--- src/hw/rtl/mibd_pkg.sv ---
// Shared types, opcode constants and decode helpers for the MOV byte decoder.
// Used by the front, queue, back and top modules; depends on nothing.
package mibd_pkg;

   localparam int QUEUE_DEPTH_DEFAULT = 4;

   localparam logic [7:0] MASK_RM_REG   = 8'hFC;
   localparam logic [7:0] OP_RM_REG     = 8'h88;
   localparam logic [7:0] MASK_IMM_RM   = 8'hFE;
   localparam logic [7:0] OP_IMM_RM     = 8'hC6;
   localparam logic [7:0] MASK_IMM_REG  = 8'hF0;
   localparam logic [7:0] OP_IMM_REG    = 8'hB0;
   localparam logic [7:0] MASK_ACC_MEM  = 8'hFC;
   localparam logic [7:0] OP_ACC_MEM    = 8'hA0;
   localparam logic [2:0] RM_DIRECT     = 3'h6;

   localparam logic [1:0] MOD_NO_DISP   = 2'd0;
   localparam logic [1:0] MOD_DISP8     = 2'd1;
   localparam logic [1:0] MOD_DISP16    = 2'd2;

   typedef enum logic [1:0] {
      FORM_RM_REG  = 2'd0,
      FORM_IMM_RM  = 2'd1,
      FORM_IMM_REG = 2'd2,
      FORM_ACC_MEM = 2'd3
   } form_type;

   typedef enum logic [1:0] {
      PH_OPCODE = 2'd0,
      PH_MODRM  = 2'd1,
      PH_DATA   = 2'd2
   } phase_type;

   // One queued byte together with its classification as an opcode.
   typedef struct packed {
      logic [7:0] code_byte;
      form_type   form;
      logic       bad;
   } q_entry_type;

   typedef struct packed {
      logic [2:0] dstart;
      logic [2:0] total;
   } layout_type;

   typedef struct packed {
      logic [7:0]  first_byte;
      logic [1:0]  form;
      logic        bad_opcode;
      logic        direction;
      logic        wide;
      logic [1:0]  mode_bits;
      logic [2:0]  reg_field;
      logic [2:0]  rm_field;
      logic [15:0] displacement;
      logic [15:0] immediate;
      logic [15:0] direct_address;
      logic [2:0]  length;
   } rsp_type;

   function automatic q_entry_type classify(input logic [7:0] op);
      q_entry_type e;
      e.code_byte = op;
      e.bad       = 1'b0;
      e.form      = FORM_RM_REG;
      if ((op & MASK_RM_REG) == OP_RM_REG) begin
         e.form = FORM_RM_REG;
      end else if ((op & MASK_IMM_RM) == OP_IMM_RM) begin
         e.form = FORM_IMM_RM;
      end else if ((op & MASK_IMM_REG) == OP_IMM_REG) begin
         e.form = FORM_IMM_REG;
      end else if ((op & MASK_ACC_MEM) == OP_ACC_MEM) begin
         e.form = FORM_ACC_MEM;
      end else begin
         e.bad = 1'b1;
      end
      return e;
   endfunction

   function automatic logic [1:0] disp_len(input logic [7:0] modrm);
      logic [1:0] len;
      unique case (modrm[7:6])
         MOD_NO_DISP: len = (modrm[2:0] == RM_DIRECT) ? 2'd2 : 2'd0;
         MOD_DISP8:   len = 2'd1;
         MOD_DISP16:  len = 2'd2;
         default:     len = 2'd0;
      endcase
      return len;
   endfunction

   function automatic logic is_wide(input form_type form, input logic [7:0] op);
      return (form == FORM_IMM_REG) ? op[3] : op[0];
   endfunction

   function automatic layout_type layout(input form_type form, input logic [7:0] op,
                                         input logic [7:0] modrm);
      layout_type l;
      logic [2:0] w;
      w = is_wide(form, op) ? 3'd2 : 3'd1;
      unique case (form)
         FORM_RM_REG: begin
            l.dstart = 3'd2 + {1'b0, disp_len(modrm)};
            l.total  = l.dstart;
         end
         FORM_IMM_RM: begin
            l.dstart = 3'd2 + {1'b0, disp_len(modrm)};
            l.total  = l.dstart + w;
         end
         FORM_IMM_REG: begin
            l.dstart = 3'd1;
            l.total  = 3'd1 + w;
         end
         default: begin
            l.dstart = 3'd1;
            l.total  = 3'd3;
         end
      endcase
      return l;
   endfunction

endpackage

--- src/hw/rtl/mov_instruction_byte_decoder_top.sv ---
// Top level of the 8086 MOV byte-stream decoder: front, queue and back end.
// Depends on mibd_pkg, mibd_front, mibd_queue and mibd_back.
//
//   Channel   Direction  Handshake           Payload
//   req_      in         req_valid/ready     req_code_byte (one code byte per request)
//   rsp_      out        rsp_valid/ready     decoded MOV fields, error flag and length
//
// The block takes one byte per cycle while the queue is not full. Each byte waits
// in the queue for the back end's assembly step, which registers the response, so
// a response appears the cycle after the queue hands over an instruction's last byte.
// Reset is synchronous and active high; it empties the queue, returns the decoder
// to the opcode phase and drops any pending response. A stalled response holds the
// back end, and the queue of QUEUE_DEPTH bytes keeps accepting requests until full.
module mov_instruction_byte_decoder_top #(
   parameter int QUEUE_DEPTH = mibd_pkg::QUEUE_DEPTH_DEFAULT
) (
   input  logic        clock,
   input  logic        reset,
   input  logic        req_valid,
   output logic        req_ready,
   input  logic [7:0]  req_code_byte,
   output logic        rsp_valid,
   input  logic        rsp_ready,
   output logic [7:0]  rsp_first_byte,
   output logic [1:0]  rsp_form,
   output logic        rsp_bad_opcode,
   output logic        rsp_direction,
   output logic        rsp_wide,
   output logic [1:0]  rsp_mode_bits,
   output logic [2:0]  rsp_reg_field,
   output logic [2:0]  rsp_rm_field,
   output logic [15:0] rsp_displacement,
   output logic [15:0] rsp_immediate,
   output logic [15:0] rsp_direct_address,
   output logic [2:0]  rsp_length
);
   import mibd_pkg::*;

   logic        q_full;
   logic        q_push;
   logic        q_pop;
   logic        q_not_empty;
   q_entry_type q_push_entry;
   q_entry_type q_head;
   rsp_type     rsp_data;

   // The front end classifies every byte as a possible opcode on the way in.
   mibd_front u_front (
      .req_valid     (req_valid),
      .req_ready     (req_ready),
      .req_code_byte (req_code_byte),
      .q_full        (q_full),
      .push          (q_push),
      .push_entry    (q_push_entry)
   );

   // The queue lets requests keep flowing while a response waits to be taken.
   mibd_queue #(
      .DEPTH (QUEUE_DEPTH)
   ) u_queue (
      .clock      (clock),
      .reset      (reset),
      .push       (q_push),
      .push_entry (q_push_entry),
      .full       (q_full),
      .pop        (q_pop),
      .not_empty  (q_not_empty),
      .head_entry (q_head)
   );

   // The back end gathers ModR/M, displacement and data bytes and builds
   // one response per instruction, or one per unrecognized opcode.
   mibd_back u_back (
      .clock       (clock),
      .reset       (reset),
      .q_not_empty (q_not_empty),
      .q_head      (q_head),
      .pop         (q_pop),
      .rsp_valid   (rsp_valid),
      .rsp_ready   (rsp_ready),
      .rsp_data    (rsp_data)
   );

   assign rsp_first_byte     = rsp_data.first_byte;
   assign rsp_form           = rsp_data.form;
   assign rsp_bad_opcode     = rsp_data.bad_opcode;
   assign rsp_direction      = rsp_data.direction;
   assign rsp_wide           = rsp_data.wide;
   assign rsp_mode_bits      = rsp_data.mode_bits;
   assign rsp_reg_field      = rsp_data.reg_field;
   assign rsp_rm_field       = rsp_data.rm_field;
   assign rsp_displacement   = rsp_data.displacement;
   assign rsp_immediate      = rsp_data.immediate;
   assign rsp_direct_address = rsp_data.direct_address;
   assign rsp_length         = rsp_data.length;

endmodule

--- src/hw/rtl/mibd_front.sv ---
// Front end: takes request bytes and tags each with its opcode classification.
// Depends on mibd_pkg; feeds mibd_queue.
module mibd_front (
   input  logic                 req_valid,
   output logic                 req_ready,
   input  logic [7:0]           req_code_byte,
   input  logic                 q_full,
   output logic                 push,
   output mibd_pkg::q_entry_type push_entry
);
   import mibd_pkg::*;

   // Every byte is classified as though it were an opcode; the back end
   // uses the tag only when the byte really opens an instruction.
   assign req_ready  = !q_full;
   assign push       = req_valid && !q_full;
   assign push_entry = classify(req_code_byte);

endmodule

--- src/hw/rtl/mibd_queue.sv ---
// Small FIFO of classified bytes between the front and back ends.
// Depends on mibd_pkg for the entry type.
module mibd_queue #(
   parameter int DEPTH = mibd_pkg::QUEUE_DEPTH_DEFAULT
) (
   input  logic                  clock,
   input  logic                  reset,
   input  logic                  push,
   input  mibd_pkg::q_entry_type push_entry,
   output logic                  full,
   input  logic                  pop,
   output logic                  not_empty,
   output mibd_pkg::q_entry_type head_entry
);
   import mibd_pkg::*;

   localparam int PTR_W = (DEPTH > 1) ? $clog2(DEPTH) : 1;
   localparam int CNT_W = $clog2(DEPTH + 1);
   localparam logic [PTR_W-1:0] LAST_PTR = PTR_W'(DEPTH - 1);
   localparam logic [CNT_W-1:0] FULL_CNT = CNT_W'(DEPTH);

   q_entry_type      slot_ff [DEPTH];
   logic [PTR_W-1:0] wr_ptr_ff, wr_ptr_in;
   logic [PTR_W-1:0] rd_ptr_ff, rd_ptr_in;
   logic [CNT_W-1:0] count_ff, count_in;

   assign full       = (count_ff == FULL_CNT);
   assign not_empty  = (count_ff != '0);
   assign head_entry = slot_ff[rd_ptr_ff];

   always_comb begin
      wr_ptr_in = wr_ptr_ff;
      rd_ptr_in = rd_ptr_ff;
      count_in  = count_ff;
      if (push) begin
         wr_ptr_in = (wr_ptr_ff == LAST_PTR) ? '0 : wr_ptr_ff + 1'b1;
      end
      if (pop) begin
         rd_ptr_in = (rd_ptr_ff == LAST_PTR) ? '0 : rd_ptr_ff + 1'b1;
      end
      if (push && !pop) begin
         count_in = count_ff + 1'b1;
      end else if (pop && !push) begin
         count_in = count_ff - 1'b1;
      end
   end

   always_ff @(posedge clock) begin
      if (reset) begin
         wr_ptr_ff <= '0;
         rd_ptr_ff <= '0;
         count_ff  <= '0;
      end else begin
         wr_ptr_ff <= wr_ptr_in;
         rd_ptr_ff <= rd_ptr_in;
         count_ff  <= count_in;
      end
   end

   always_ff @(posedge clock) begin
      if (push) begin
         slot_ff[wr_ptr_ff] <= push_entry;
      end
   end

endmodule

--- src/hw/rtl/mibd_back.sv ---
// Back end: instruction assembly state machine and the response register.
// Depends on mibd_pkg; pops classified bytes from mibd_queue.
module mibd_back (
   input  logic                  clock,
   input  logic                  reset,
   input  logic                  q_not_empty,
   input  mibd_pkg::q_entry_type q_head,
   output logic                  pop,
   output logic                  rsp_valid,
   input  logic                  rsp_ready,
   output mibd_pkg::rsp_type     rsp_data
);
   import mibd_pkg::*;

   phase_type   phase_ff, phase_in;
   form_type    form_ff, form_in;
   logic [7:0]  opcode_ff, opcode_in;
   logic [7:0]  modrm_ff, modrm_in;
   logic [2:0]  taken_ff, taken_in;
   logic [15:0] disp_ff, disp_in;
   logic [15:0] data_ff, data_in;
   logic        rsp_valid_ff, rsp_valid_in;
   rsp_type     rsp_ff, rsp_in;

   logic        out_free;
   logic        emit;
   logic        emit_bad;
   layout_type  lay;
   logic        k;

   function automatic rsp_type build_result(input form_type form, input logic [7:0] op,
                                            input logic [7:0] m, input logic [15:0] disp,
                                            input logic [15:0] data, input logic [2:0] total);
      rsp_type    r;
      logic       w;
      logic [1:0] dl;
      w  = is_wide(form, op);
      dl = disp_len(m);
      r  = '0;
      r.first_byte = op;
      r.form       = form;
      r.wide       = w;
      r.length     = total;
      unique case (form)
         FORM_RM_REG, FORM_IMM_RM: begin
            r.direction = (form == FORM_RM_REG) ? op[1] : 1'b1;
            r.mode_bits = m[7:6];
            r.reg_field = m[5:3];
            r.rm_field  = m[2:0];
            if (dl == 2'd1) begin
               r.displacement = {{8{disp[7]}}, disp[7:0]};
            end else if (dl == 2'd2) begin
               r.displacement = disp;
            end
            if (form == FORM_IMM_RM) begin
               r.immediate = w ? data : {8'h00, data[7:0]};
            end
         end
         FORM_IMM_REG: begin
            r.direction = 1'b1;
            r.reg_field = op[2:0];
            r.immediate = w ? data : {8'h00, data[7:0]};
         end
         default: begin
            r.direction      = op[1];
            r.direct_address = data;
         end
      endcase
      return r;
   endfunction

   // A byte leaves the queue only when the response register can take
   // whatever it produces in the same cycle.
   assign out_free = !rsp_valid_ff || rsp_ready;
   assign pop      = q_not_empty && out_free;

   always_comb begin
      phase_in  = phase_ff;
      form_in   = form_ff;
      opcode_in = opcode_ff;
      modrm_in  = modrm_ff;
      taken_in  = taken_ff;
      disp_in   = disp_ff;
      data_in   = data_ff;
      emit      = 1'b0;
      emit_bad  = 1'b0;
      lay       = layout(form_ff, opcode_ff, modrm_ff);
      k         = 1'b0;
      if (pop) begin
         unique case (phase_ff)
            PH_MODRM: begin
               modrm_in = q_head.code_byte;
               taken_in = 3'd2;
               phase_in = PH_DATA;
               lay      = layout(form_ff, opcode_ff, q_head.code_byte);
               emit     = (lay.total <= 3'd2);
            end
            PH_DATA: begin
               if (taken_ff < lay.dstart) begin
                  k = taken_ff[0];
                  if (k) begin
                     disp_in[15:8] = disp_ff[15:8] | q_head.code_byte;
                  end else begin
                     disp_in[7:0] = disp_ff[7:0] | q_head.code_byte;
                  end
               end else begin
                  k = taken_ff[0] ^ lay.dstart[0];
                  if (k) begin
                     data_in[15:8] = data_ff[15:8] | q_head.code_byte;
                  end else begin
                     data_in[7:0] = data_ff[7:0] | q_head.code_byte;
                  end
               end
               taken_in = taken_ff + 3'd1;
               emit     = (taken_in >= lay.total);
            end
            default: begin
               if (q_head.bad) begin
                  emit_bad = 1'b1;
               end else begin
                  opcode_in = q_head.code_byte;
                  form_in   = q_head.form;
                  modrm_in  = '0;
                  taken_in  = 3'd1;
                  disp_in   = '0;
                  data_in   = '0;
                  phase_in  = (q_head.form == FORM_RM_REG || q_head.form == FORM_IMM_RM) ?
                              PH_MODRM : PH_DATA;
               end
            end
         endcase
         if (emit || emit_bad) begin
            phase_in = PH_OPCODE;
            taken_in = '0;
         end
      end

      rsp_valid_in = rsp_valid_ff && !rsp_ready;
      rsp_in       = rsp_ff;
      if (emit_bad) begin
         rsp_valid_in      = 1'b1;
         rsp_in            = '0;
         rsp_in.first_byte = q_head.code_byte;
         rsp_in.bad_opcode = 1'b1;
         rsp_in.length     = 3'd1;
      end else if (emit) begin
         rsp_valid_in = 1'b1;
         rsp_in       = build_result(form_ff, opcode_ff, modrm_in, disp_in, data_in,
                                     lay.total);
      end
   end

   always_ff @(posedge clock) begin
      if (reset) begin
         phase_ff     <= PH_OPCODE;
         taken_ff     <= '0;
         rsp_valid_ff <= 1'b0;
      end else begin
         phase_ff     <= phase_in;
         taken_ff     <= taken_in;
         rsp_valid_ff <= rsp_valid_in;
      end
   end

   always_ff @(posedge clock) begin
      form_ff   <= form_in;
      opcode_ff <= opcode_in;
      modrm_ff  <= modrm_in;
      disp_ff   <= disp_in;
      data_ff   <= data_in;
      rsp_ff    <= rsp_in;
   end

   assign rsp_valid = rsp_valid_ff;
   assign rsp_data  = rsp_ff;

endmodule

--- config.mk ---
export PLATFORM = sky130hd
export DESIGN_NAME = mov_instruction_byte_decoder_top
export DESIGN_NICKNAME = d
export VERILOG_FILES = /design/src/hw/rtl/mibd_pkg.sv /design/src/hw/rtl/mov_instruction_byte_decoder_top.sv /design/src/hw/rtl/mibd_front.sv /design/src/hw/rtl/mibd_queue.sv /design/src/hw/rtl/mibd_back.sv
export SDC_FILE = /design/constraint.sdc
export NUM_CORES = 1
export LEC_CHECK = 0
export BUFFER_PORTS_ARGS = -buffer_cell sky130_fd_sc_hd__buf_2
export CAP_MARGIN = 10
export CORE_ASPECT_RATIO = 1.25
export CORE_MARGIN = 2
export CORE_UTILIZATION = 56
export DETAILED_ROUTE_END_ITERATION = 10
export PLACE_DENSITY_LB_ADDON = 0.12
export SYNTH_ARGS = -nofsm -noshare
export SYNTH_HDL_FRONTEND = slang
export SYNTH_HIERARCHICAL = 1
export SYNTH_SLANG_ARGS = --single-unit
--- constraint.sdc ---
create_clock -name clock -period 5.35 [get_ports clock]
set_input_delay 0.8025 -clock clock [delete_from_list [all_inputs] [get_ports clock]]
set_output_delay 0.8025 -clock clock [all_outputs]
set_load 0.01 [all_outputs]
==> run metrics <==
run status=completed; net count after synthesis=692; internal reg-to-reg setup slack=840 ps; Placement Setup Slack=903 ps; max-slew violation count=0; core area=12800 um^2; clock network fraction of design power=28.0%; Sw Ratio=37.9%; count of state elements after synthesis=181; slew at the pin closest to its max-slew limit=1130 ps; clock latency on the worst-skew pair=420 ps; I/O pin count=86; Mapped Cells=659; share of the clock period used by the worst path=84.3%; classification of the worst-slack hold path=register to register; Root Buffer=sky130_fd_sc_hd__clkbuf_16; average cell area after synthesis=11.2 um^2; Filler Cell Count=1034; count of final hold-check violations=0; count of yosys warnings during synthesis=6; final setup skew=9.74 ps; total leakage power=3.40 nW; kind of critical path=register to register; commonest cells after routing, fill and taps aside=sky130_fd_sc_hd__dfxtp_1, sky130_fd_sc_hd__buf_2, sky130_fd_sc_hd__nand2_1; Reg-to-Reg Start=u_back/form_ff[1]; post-cts resize count=0; endpoints failing setup=0; via count of the routed design=5375; Synth Cell Area=7400 um^2; Net Switching=0.00167 W; number of antenna repair diodes=0; startpoint of the worst hold path=u_back/rsp_data[62]; area added between synthesis and finish=14.1%; maximum number of buffers from clock root to sink=2; Post-CTS Hold Fix Bufs=0; data required time of the critical path=5640 ps; clock transition at the registers of the reported paths=70 ps; fraction of registers with async set or reset after synthesis=0%; maximum fanout encountered on the critical timing path=11; number of buffers inserted by post-CTS setup repair=0; min Tclk post-route=4510 ps; area of the die=14200 um^2; terminating pin of the worst hold path=u_back/rsp_data[62]; smallest setup slack after layout=839 ps; layout cells sized above 1=20.2%; number of remaining DRC errors=0; relative max-transition margin=24.7%; total of max-cap violations=0; Worst EP arrival=4800 ps; post-route ant nets=0; RePlAce Congestion=0.935; GRT Util Overall=24.9%; Final #Nets=758; launching element type of the critical path=register; number of search-and-repair iterations in the first detailed-routing pass=5; Cell Area, Placed=7860 um^2; Final TNS setup=0 ps; Fmax=222 MHz; pwr dens=521 nW/um^2; prevailing post-synth register cell=sky130_fd_sc_hd__dfxtp_1; most common cell after layout, fill and taps aside=sky130_fd_sc_hd__dfxtp_1; Starting Density=57.9%; depth of the worst register-to-register path=13; first-pass GRT wire length=27.4 mm; worst ir drop on vdd=0.000284 V; number of distinct standard cells referenced by the synthesized netlist=69; total congestion overflow=0; number of flops mapped to enable cells by yosys=62; RSZ-0062 raised after global routing=no; Iter 0 DRT Violations=358; total length of routed wires=17.1 mm; post-synthesis sequential area ratio=57.3%; final HPWL from detailed placement=11.9 mm; capture instance of the worst register-to-register path=u_back/rsp_data[45]; Post-Layout Inst Area=8450 um^2; register share of total power=39.3%; DR vias/cell=5.93; CTS tree=yes; largest net degree at the start of global routing=45; Buffers on Ports=85; number of CTS-inserted buffers=17; clock net sink count=181; number of cells on the worst hold path=2; Cell Int Power=0.00273 W; Die Width=107 um; combinational fraction of design power=32.7%; depth of the CTS H-tree=4; antenna violations before repair=0; FP Rows=46; vias in the first global route=5392; height of the die=133 um; routed length per placed instance=18.8 um; Worst setup EP type=register
## cell families (layout without fill, tap and decap cells)
family                     Yosys count  count (layout)  synth area share (%)
adders and majority gates           21              21                  3.75
muxes                               18              18                  4.51
xor gates and xnor gates             5               5                 0.591
DFF                                181             181                  57.3
AOI/OAI and AO/OA                  161             161                  15.4
buffers and inverters               80             159                  5.05
and+or+nand+nor                    193             193                  13.3
## state kept, by name, indices dropped and copies added, names as in the netlist, named ones only
signal / count
u_queue/count_ff: 3
u_back/rsp_data: 72
u_queue/slot_ff: 44
u_back/modrm_ff: 8
u_queue/wr_ptr_ff: 2
u_back/form_ff: 2
u_back/phase_ff: 2
u_back/rsp_valid: 1
u_back/data_ff: 16
u_back/opcode_ff: 8
u_back/taken_ff: 3
u_back/disp_ff: 16
u_queue/rd_ptr_ff: 2
## per-stage QoR
| step | hold slack [ps] | utilization, % | power (W) | instances |
|---|---|---|---|---|
| floorplan | 436 | - | 0.00276 | 659 |
| global placement | 434 | 61.5 | 0.00313 | 874 |
| detailed placement | 437 | 61.5 | 0.00318 | 874 |
| CTS | 454 | 66.1 | 0.00441 | 906 |
| global route | 468 | 66.1 | 0.00461 | 906 |
| finish | 452 | 66.1 | 0.00440 | 906 |
## power groups by stage
stage               logic (W)  clock network [W]  registers (W)
CTS                   0.00143            0.00125        0.00173
global placement      0.00138                  0        0.00175
detailed placement    0.00142                  0        0.00176
finish                0.00144            0.00123        0.00173
floorplan             0.00104                  0        0.00172
global route          0.00155            0.00131        0.00175
## worst max path at each step
| stage | endpoint | from | slack (ps) |
|---|---|---|---|
| after floorplan | u_back/rsp_data[64] | u_back/form_ff[1] | 1530 |
| after global placement | u_back/rsp_data[8] | register | 1110 |
| after detailed placement | u_back/rsp_data[45] | u_back/form_ff[1] | 900 |
| after CTS | u_back/rsp_data[45] | u_back/form_ff[1] | 880 |
| after global routing | u_back/rsp_data[44] | u_back/form_ff[1] | 530 |
| final | u_back/rsp_data[45] | u_back/form_ff[1] | 840 |
## cell usage after synthesis (4+ instances only)
master                       n  area [um^2]
sky130_fd_sc_hd__edfxtp_1   62         1860
sky130_fd_sc_hd__o21ai_0    19         95.1
sky130_fd_sc_hd__or3_1       4         25.0
sky130_fd_sc_hd__a22o_1     39          342
sky130_fd_sc_hd__mux2i_1     6         60.1
sky130_fd_sc_hd__mux4_2     11          248
sky130_fd_sc_hd__clkbuf_1   18         67.6
sky130_fd_sc_hd__and2_1      5         31.3
sky130_fd_sc_hd__nand3_1    32          160
sky130_fd_sc_hd__a211oi_1    4         30.0
sky130_fd_sc_hd__xor2_1      4         35.0
sky130_fd_sc_hd__nor3b_1     4         30.0
sky130_fd_sc_hd__ha_1       19          238
sky130_fd_sc_hd__nor2_1     32          120
sky130_fd_sc_hd__nand2_1    65          244
sky130_fd_sc_hd__buf_2      14         70.1
sky130_fd_sc_hd__dfxtp_1   119         2380
sky130_fd_sc_hd__nand2b_1    9         56.3
sky130_fd_sc_hd__a22oi_1    17          128
sky130_fd_sc_hd__buf_4       9         67.6
sky130_fd_sc_hd__or4_1       4         30.0
sky130_fd_sc_hd__a21oi_1    39          195
sky130_fd_sc_hd__nor2b_1     5         31.3
sky130_fd_sc_hd__o211ai_1    9         67.6
sky130_fd_sc_hd__nor3_1     10         50.1
sky130_fd_sc_hd__inv_1      33          124
## final cells by class
class	instances	area, um^2	area share (%)
clock buffers	17	425	5.04
clock inverters	15	160	1.90
inverters	36	135	1.60
multi-input cells	398	2800	33.2
flip-flops and latches	181	4240	50.2
well taps	168	210	2.49
repair buffers	91	470	5.57
## per-layer routing
| metal | wire [um] | up-vias | GRT usage [%] | share of wire (%) |
|---|---|---|---|---|
| li1 | - | 2544 | - | - |
| met1 | 6610 | 2627 | 28.6 | 39 |
| met2 | 9090 | 167 | 43.7 | 53 |
| met3 | 798 | 37 | 5.17 | 4.7 |
| met4 | 563 | 0 | 12.6 | 3.3 |
| met5 | 0 | - | 0 | 0 |
## critical path, stage by stage (launching register included)
cell and delay (ps):
sky130_fd_sc_hd__edfxtp_1 570, sky130_fd_sc_hd__inv_2 180, sky130_fd_sc_hd__nor2_1 350, sky130_fd_sc_hd__mux2i_1 490
sky130_fd_sc_hd__ha_1 270, sky130_fd_sc_hd__fa_1 440, sky130_fd_sc_hd__nand2b_1 160, sky130_fd_sc_hd__a21oi_1 140
sky130_fd_sc_hd__ha_1 250, sky130_fd_sc_hd__a211oi_1 370, sky130_fd_sc_hd__nor2_1 170, sky130_fd_sc_hd__o211ai_1 490
sky130_fd_sc_hd__or3_1 350, sky130_fd_sc_hd__o211ai_1 150
Power figures use the tool's default switching activity.
